`src/rtl/ogds_pkg.sv`:
```
// ----------------------------------------------------------------------------
// ogds_pkg
// Shared codes, field widths and controller/datapath structs for the
// occupancy grid disk stamp block.
// ----------------------------------------------------------------------------
package ogds_pkg;

    // Input and output field widths
    localparam int OP_W    = 2;
    localparam int COORD_W = 18;
    localparam int IDX_W   = 14;
    localparam int COST_W  = 8;
    localparam int SIDE_W  = 8;
    localparam int MARGIN_W = 13;
    localparam int CFG_IDX_W = 1;
    localparam int CFG_DATA_W = 13;
    localparam int IN_DATA_W = 56;

    // Operation codes
    localparam logic [OP_W-1:0] OP_CLEAR = 2'd0;
    localparam logic [OP_W-1:0] OP_STAMP = 2'd1;
    localparam logic [OP_W-1:0] OP_READ  = 2'd2;

    // Configuration register indexes
    localparam logic [CFG_IDX_W-1:0] CFG_SIDE   = 1'd0;
    localparam logic [CFG_IDX_W-1:0] CFG_MARGIN = 1'd1;

    localparam logic [SIDE_W-1:0]   SIDE_RST   = 8'd100;
    localparam logic [MARGIN_W-1:0] MARGIN_RST = 13'd2560;

    // Cell costs
    localparam logic signed [COST_W-1:0] COST_OCCUPIED = 8'sd100;
    localparam logic signed [COST_W-1:0] COST_UNKNOWN  = -8'sd1;
    localparam logic signed [COST_W-1:0] COST_ACK      = 8'sd0;

    // Controller to datapath commands
    typedef struct packed {
        logic accept;   // latch the incoming item, rewind counters
        logic clr_step; // write zero at the sweep address, advance it
        logic pt_step;  // issue one sample point, advance the scan
        logic post;     // load the result into the output register
    } t_cmd;

    // Datapath to controller status
    typedef struct packed {
        logic clr_last;
        logic pt_last;
        logic pipe_idle;
        logic out_free;
    } t_sts;

endpackage

```
`src/rtl/ogds_ctrl.sv`:
```
// ----------------------------------------------------------------------------
// ogds_ctrl
// Operation sequencer: reset clearing pass, clear sweep, stamp scan,
// cell read and result hand-off.
// ----------------------------------------------------------------------------
module ogds_ctrl (
    input  logic                        i_clk,
    input  logic                        i_rst_n,
    input  logic                        i_s_valid,
    input  logic [ogds_pkg::OP_W-1:0]   i_op,
    output logic                        o_s_ready,
    output ogds_pkg::t_cmd              o_cmd,
    input  ogds_pkg::t_sts              i_sts
);

    localparam logic [2:0] S_RST_CLR = 3'd0;
    localparam logic [2:0] S_IDLE    = 3'd1;
    localparam logic [2:0] S_CLEAR   = 3'd2;
    localparam logic [2:0] S_STAMP   = 3'd3;
    localparam logic [2:0] S_DRAIN   = 3'd4;
    localparam logic [2:0] S_READ    = 3'd5;
    localparam logic [2:0] S_POST    = 3'd6;

    logic [2:0] r_state;
    logic [2:0] n_state;

    always_comb begin
        n_state = r_state;
        o_cmd   = '0;
        o_s_ready = 1'b0;
        unique case (r_state)
            S_RST_CLR: begin
                o_cmd.clr_step = 1'b1;
                if (i_sts.clr_last) begin
                    n_state = S_IDLE;
                end
            end
            S_IDLE: begin
                o_s_ready = 1'b1;
                if (i_s_valid) begin
                    o_cmd.accept = 1'b1;
                    unique case (i_op)
                        ogds_pkg::OP_CLEAR: n_state = S_CLEAR;
                        ogds_pkg::OP_STAMP: n_state = S_STAMP;
                        ogds_pkg::OP_READ:  n_state = S_READ;
                        default:            n_state = S_POST;
                    endcase
                end
            end
            S_CLEAR: begin
                o_cmd.clr_step = 1'b1;
                if (i_sts.clr_last) begin
                    n_state = S_POST;
                end
            end
            S_STAMP: begin
                o_cmd.pt_step = 1'b1;
                if (i_sts.pt_last) begin
                    n_state = S_DRAIN;
                end
            end
            S_DRAIN: begin
                if (i_sts.pipe_idle) begin
                    n_state = S_POST;
                end
            end
            S_READ: begin
                // wait for the registered memory read
                n_state = S_POST;
            end
            S_POST: begin
                if (i_sts.out_free) begin
                    o_cmd.post = 1'b1;
                    n_state = S_IDLE;
                end
            end
            default: begin
                n_state = S_IDLE;
            end
        endcase
    end

    always_ff @(posedge i_clk) begin
        if (!i_rst_n) begin
            r_state <= S_RST_CLR;
        end else begin
            r_state <= n_state;
        end
    end

    a_post_to_idle: assert property (@(posedge i_clk) disable iff (!i_rst_n)
        o_cmd.post |=> (r_state == S_IDLE))
        else $error("post did not return to idle");

    a_scan_end_drains: assert property (@(posedge i_clk) disable iff (!i_rst_n)
        (r_state == S_STAMP && i_sts.pt_last) |=> (r_state == S_DRAIN))
        else $error("stamp scan end did not drain");

    a_ready_only_idle: assert property (@(posedge i_clk) disable iff (!i_rst_n)
        o_s_ready |-> (r_state == S_IDLE))
        else $error("input ready outside idle");

endmodule

```
`config.mk`:
```
export PLATFORM = sky130hd
export DESIGN_NAME = ogds_ctrl
export DESIGN_NICKNAME = d
export VERILOG_FILES = /design/src/rtl/ogds_pkg.sv /design/src/rtl/ogds_ctrl.sv
export SDC_FILE = /design/constraint.sdc
export NUM_CORES = 1
export LEC_CHECK = 0
export BUFFER_PORTS_ARGS = -buffer_cell sky130_fd_sc_hd__buf_2
export CORE_AREA = 2 2 39 41
export CTS_CLUSTER_DIAMETER = 100
export DETAILED_ROUTE_END_ITERATION = 10
export DIE_AREA = 0 0 41 43
export GPL_TIMING_DRIVEN = 0
export PLACE_DENSITY_LB_ADDON = 0.3
export SLEW_MARGIN = 20
export SYNTH_ARGS = -nofsm -noshare
export SYNTH_HDL_FRONTEND = slang
export SYNTH_SLANG_ARGS = --single-unit
```
`constraint.sdc`:
```
create_clock -name i_clk -period 1.3 [get_ports i_clk]
set_input_delay 0.065 -clock i_clk [delete_from_list [all_inputs] [get_ports i_clk]]
set_output_delay 0.065 -clock i_clk [all_outputs]
set_load 0.03 [all_outputs]
```
After elaboration in Yosys (flattened, before gate mapping):

Index checks and enable logic that the tools add are counted.

* register bits after elaboration: 3
* output and inout port bits: 5
* input port bits: 9

* multiplexer cells: 15
* equal/unequal tests: 14
* reduce and logical (&&, ||, !) cells: 4

Operators by type and width (count)
* $pmux W3 S7: 1
* $mux W3: 6
* $ne A2 B2 Y1 const B: 6
* $eq A3 B3 Y1 const B: 3
* $pmux W3 S3: 1
* $mux W1: 7
* $eq A3 B2 Y1 const B: 2
* $reduce_and A6 Y1: 1
* $eq A3 B1 Y1 const B: 1
* $logic_not A3 Y1: 1
* $eq A2 B1 Y1 const B: 1
* $eq A2 B2 Y1 const B: 1
* $logic_not A2 Y1: 1
* $reduce_or A2 Y1: 1

Depth between registers and ports, before layout:

* word-level depth: 4
* mapped depth: 6
* depth with buffers taken out: 6

Worst setup path before layout:

OpenSTA, ideal clock, no wires.

* path type: reg-to-output
* start: register r_state[0]
* end: output o_cmd[3] (netlist name)
* path buffers: 0
* cell stages (with the launch flop): 4
* arrival time: 1639 ps
* required time: 1235 ps
* setup slack: -404 ps
* path through: dfxtp_1 -> inv_2 -> nor3_1 -> and2_1

RTL lines
* from (decl): RTL line ogds_ctrl.sv:24 `logic [2:0] r_state;`
* from (signal assigned): RTL line ogds_ctrl.sv:87 `r_state <= n_state;`
* to (decl): RTL line ogds_ctrl.sv:12 `output ogds_pkg::t_cmd o_cmd,`

==> flow_summary.html <==
<table>
<tr><th>Metric</th><th>Value</th></tr>
<tr><th colspan="2">Floorplan</th></tr>
<tr><td>Core box area</td><td>1380 um^2</td></tr>
<tr><td>Starting density of the core</td><td>23.5%</td></tr>
<tr><td>DIE HEIGHT</td><td>43 um</td></tr>
<tr><td>Ports placed on the boundary</td><td>14</td></tr>
<tr><td>Number of placement rows</td><td>14</td></tr>
<tr><td>Total die area</td><td>1760 um^2</td></tr>
<tr><td>Horizontal die dimension</td><td>41 um</td></tr>
<tr><th colspan="2">Clock network</th></tr>
<tr><td>TritonCTS Buffers</td><td>3</td></tr>
<tr><td>CTS Sinks</td><td>3</td></tr>
<tr><td>Number of buffers on the longest clock path</td><td>2</td></tr>
<tr><td>Clk_lat worst skew</td><td>0.23 ns</td></tr>
<tr><td>Hold buffers post-CTS</td><td>0</td></tr>
<tr><td>CTS tree</td><td>yes</td></tr>
<tr><td>CTS H-tree depth</td><td>1</td></tr>
<tr><td>Clock-pin slew on the worst setup and hold paths</td><td>0.04 ns</td></tr>
<tr><td>Clock tree root buffer cell</td><td>sky130_fd_sc_hd__clkbuf_4</td></tr>
<tr><th colspan="2">Synthesis</th></tr>
<tr><td>Synthesized area</td><td>325 um^2</td></tr>
<tr><td>Count of mapped cells out of synthesis</td><td>39</td></tr>
<tr><td>Most area-hungry cell type in the Yosys netlist</td><td>sky130_fd_sc_hd__dfxtp_1</td></tr>
<tr><td>Number of flip-flops and latches in the synthesized netlist</td><td>3</td></tr>
<tr><td>Net count after synthesis</td><td>51</td></tr>
<tr><td>Area share of the largest cell type after synthesis</td><td>18.5%</td></tr>
<tr><td>Count of unique library cells instantiated by Yosys</td><td>24</td></tr>
<tr><td>Biggest area contributors in the synthesized netlist</td><td>sky130_fd_sc_hd__dfxtp_1 (18%), sky130_fd_sc_hd__ha_1 (12%), sky130_fd_sc_hd__nor2_1 (5.8%)</td></tr>
<tr><td>Warnings from Yosys</td><td>0</td></tr>
<tr><td>Mean instance size in the synthesized netlist</td><td>8.34 um^2</td></tr>
<tr><td>Sequential fraction of the synthesis area</td><td>18.5%</td></tr>
<tr><th colspan="2">Placement</th></tr>
<tr><td>Final weighted congestion in routability-driven placement</td><td>0.636</td></tr>
<tr><td>Placed wire-length estimate after detailed placement</td><td>529 um</td></tr>
<tr><td>Count of input and output buffers</td><td>13</td></tr>
<tr><td>Total cell area at the placement stage</td><td>422 um^2</td></tr>
<tr><th colspan="2">Hold path</th></tr>
<tr><td>Cell depth of the worst min-delay path</td><td>3</td></tr>
<tr><td>Hold WC Path Type</td><td>in -&gt; reg</td></tr>
<tr><th colspan="2">STA</th></tr>
<tr><td>Final hold vios</td><td>0</td></tr>
<tr><td>Final setup vio count</td><td>0</td></tr>
<tr><td>Setup total negative slack</td><td>0 ns</td></tr>
<tr><td>Final Skew</td><td>0.00196 ns</td></tr>
<tr><td>Final cycle utilization of the critical path</td><td>95.5%</td></tr>
<tr><td>Max transition margin</td><td>79.2%</td></tr>
<tr><td>Unrepaired setup endpoints after global routing</td><td>false</td></tr>
<tr><td>Highest clock rate</td><td>0.806 GHz</td></tr>
<tr><td>Final slew viol count</td><td>0</td></tr>
<tr><td>Slew @ Worst Pin</td><td>0.308 ns</td></tr>
<tr><td>Tmin final</td><td>1.24 ns</td></tr>
<tr><th colspan="2">GRT</th></tr>
<tr><td>Antenna violations before repair</td><td>0</td></tr>
<tr><td>Grt met1 use</td><td>13.1%</td></tr>
<tr><td>Global routing usage summed across all routing layers</td><td>8.91%</td></tr>
<tr><td>Congestion Overflow GR</td><td>0</td></tr>
<tr><td>Vias in the first global route</td><td>282</td></tr>
<tr><td>Global Route met3 Usage</td><td>3.14%</td></tr>
<tr><td>Grt peak-use layer</td><td>met1</td></tr>
<tr><td>Pin count of the biggest net entering global routing</td><td>11</td></tr>
<tr><td>Global Route met2 Usage</td><td>11.3%</td></tr>
<tr><td>Global-route wire length before repair</td><td>1.08 mm</td></tr>
<tr><th colspan="2">Setup path</th></tr>
<tr><td>Arrival @ worst endpoint</td><td>1.18 ns</td></tr>
<tr><td>Peak fanout along the critical path</td><td>7</td></tr>
<tr><td>Worst setup endpoint</td><td>o_cmd[3]</td></tr>
<tr><td>Crit Path Category</td><td>reg -&gt; out</td></tr>
<tr><td>Endpoint of the worst-slack reg-to-reg timing path</td><td>r_state[1]</td></tr>
<tr><td>Type of origin of the critical path</td><td>flop</td></tr>
<tr><td>CP Capture Type</td><td>output pin</td></tr>
<tr><td>Length in cells of the worst reg-to-reg path</td><td>5</td></tr>
<tr><td>Worst reg2reg setup slack</td><td>0.11 ns</td></tr>
<tr><td>Startpoint of the most critical setup path</td><td>r_state[0]</td></tr>
<tr><td>Launching point of the worst reg2reg path</td><td>r_state[2]</td></tr>
<tr><td>Worst Path Required</td><td>1.24 ns</td></tr>
<tr><th colspan="2">Routing</th></tr>
<tr><td>Routed length per instance</td><td>9.29 um</td></tr>
<tr><td>Post-detailed-route via-to-cell ratio</td><td>4.43</td></tr>
<tr><td>Antenna Violating Nets Remaining</td><td>0</td></tr>
<tr><td>Via count</td><td>319</td></tr>
<tr><td>First DRT Iteration DRCs</td><td>1</td></tr>
<tr><td>Number of remaining DRC errors</td><td>0</td></tr>
<tr><td>Final Routed Wirelength</td><td>669 um</td></tr>
<tr><td>First-pass iteration count of the detailed router</td><td>2</td></tr>
<tr><th colspan="2">Pwr</th></tr>
<tr><td>Areal power density over the cells</td><td>2300 nW/um^2</td></tr>
<tr><td>Leakage power figure</td><td>0.000214 uW</td></tr>
<tr><td>Worst VDD drop</td><td>700 uV</td></tr>
<tr><th colspan="2">Flow run</th></tr>
<tr><td>Max-cap viol count</td><td>0</td></tr>
<tr><th colspan="2">Cells and area</th></tr>
<tr><td>Largest register FFs</td><td>3</td></tr>
<tr><td>Synthesis-to-finish area growth</td><td>41.5%</td></tr>
<tr><td>Register name with the most flops</td><td>r_state</td></tr>
<tr><td>Antenna diode count</td><td>0</td></tr>
<tr><td>Proportion of layout cells with a drive suffix above 1</td><td>48.2%</td></tr>
<tr><td>Final-layout fill cell count</td><td>147</td></tr>
<tr><td>Total number of nets in the final design</td><td>69</td></tr>
<tr><td>Largest registers</td><td>r_state x3</td></tr>
<tr><td>Post-route design area</td><td>460 um^2</td></tr>
<tr><th colspan="2">Outcome</th></tr>
<tr><td>Outcome</td><td>complete, no violations</td></tr>
</table>
==> synthesized netlist by cell type <==
master,number
sky130_fd_sc_hd__nor2_1,5
sky130_fd_sc_hd__dfxtp_1,3
sky130_fd_sc_hd__ha_1,3
sky130_fd_sc_hd__inv_1,3
sky130_fd_sc_hd__a21oi_1,2
sky130_fd_sc_hd__a21oi_2,2
sky130_fd_sc_hd__and2_1,2
sky130_fd_sc_hd__nand2_1,2
sky130_fd_sc_hd__o211ai_1,2
sky130_fd_sc_hd__a211o_1,1
sky130_fd_sc_hd__a22oi_1,1
sky130_fd_sc_hd__a311oi_2,1
sky130_fd_sc_hd__a31oi_1,1
sky130_fd_sc_hd__and4_1,1
sky130_fd_sc_hd__buf_4,1
sky130_fd_sc_hd__buf_6,1
sky130_fd_sc_hd__inv_2,1
sky130_fd_sc_hd__mux2i_1,1
sky130_fd_sc_hd__nand2b_1,1
sky130_fd_sc_hd__nor2b_1,1
sky130_fd_sc_hd__nor3_1,1
sky130_fd_sc_hd__nor3b_2,1
sky130_fd_sc_hd__nor4bb_1,1
sky130_fd_sc_hd__o21ai_4,1
==> area by class of cell <==
| cell class | count | area [um^2] | share of cell area (%) |
|---|---|---|---|
| Buffer | 2 | 22.5 | 4.89 |
| Inverter | 4 | 15.0 | 3.26 |
| Sequential cell | 3 | 63.8 | 13.9 |
| Clock buffer | 4 | 26.3 | 5.71 |
| Tap cell | 16 | 20.0 | 4.35 |
| Timing Repair Buffer | 13 | 67.6 | 14.7 |
| Multi-Input combinational cell | 30 | 245 | 53.3 |
==> stage by stage <==
stage	cells	hold WS (ns)	power (uW)	setup WS (ns)	utilization [%]
2_1_floorplan	39	0.181	737	0.0177	-
3_3_place_gp	68	0.310	870	0.112	30.5
3_5_place_dp	68	0.315	864	0.0948	30.5
4_1_cts	72	0.0624	1040	0.0184	32.5
5_1_grt	72	0.0753	1150	0.00843	33.3
6_report	72	0.0675	1060	0.0589	33.3
==> power breakdown <==
group | total (uW) | switching [uW] | internal [uW]
sequential | 194 | 48.3 | 145
combinational | 699 | 401 | 298
clock | 168 | 52.6 | 115
==> cell usage in the layout (no fill, tap or decap), drive strengths merged <==
cell / count
nor2b: 1
ha: 3
nor3: 1
a31oi: 1
buf: 14
inv: 4
nand2b: 1
nor3b: 1
mux2i: 1
and2: 2
dfxtp: 3
nor2: 5
clkbuf: 5
a311oi: 1
o21ai: 1
a211o: 1
and4: 1
nand2: 2
a22oi: 1
a21oi: 4
nor4bb: 1
o211ai: 2
==> how the worst min path moves through the flow <==
stage | start | endpoint | slack (ns)
2_1_floorplan | i_rst_n | r_state[2] | 0.18
3_3_place_gp | i_rst_n | r_state[2] | 0.31
3_5_place_dp | i_rst_n | r_state[2] | 0.31
4_1_cts | i_rst_n | r_state[2] | 0.06
5_1_grt | i_rst_n | r_state[2] | 0.08
6_report | i_rst_n | r_state[2] | 0.07
==> layer usage <==
metal / wire, um / vias up / share of wire [%]
li1: - / 171 / -
met1: 338 / 139 / 51
met2: 297 / 9 / 44
met3: 33 / 0 / 4.9
met4: 0 / 0 / 0
met5: 0 / - / 0
==> repair_timing <==
| item | in CTS | in global routing |
|---|---|---|
| setup endpoints to repair | 2 | 4 |
| setup buffers | 0 | 0 |
| pin swaps | 0 | 0 |
| resized for setup | 1 | 4 |
==> cells by family after synthesis <==
family / after synthesis / share of synthesized area, %
DFF: 3 / 18.5
buffers and inverters: 6 / 10.4
AOI/OAI and AO/OA: 11 / 29.6
adders and majority gates: 3 / 11.5
and+or+nand+nor: 15 / 26.9
muxes: 1 / 3.08
==> worst max-delay path: stages, from the launching register on <==
cell	delay (ns)
sky130_fd_sc_hd__dfxtp_4	0.37
sky130_fd_sc_hd__inv_2	0.08
sky130_fd_sc_hd__nor3_4	0.18
sky130_fd_sc_hd__and2_1	0.14
sky130_fd_sc_hd__clkbuf_4	0.18
(Power assumes the default switching activity.)
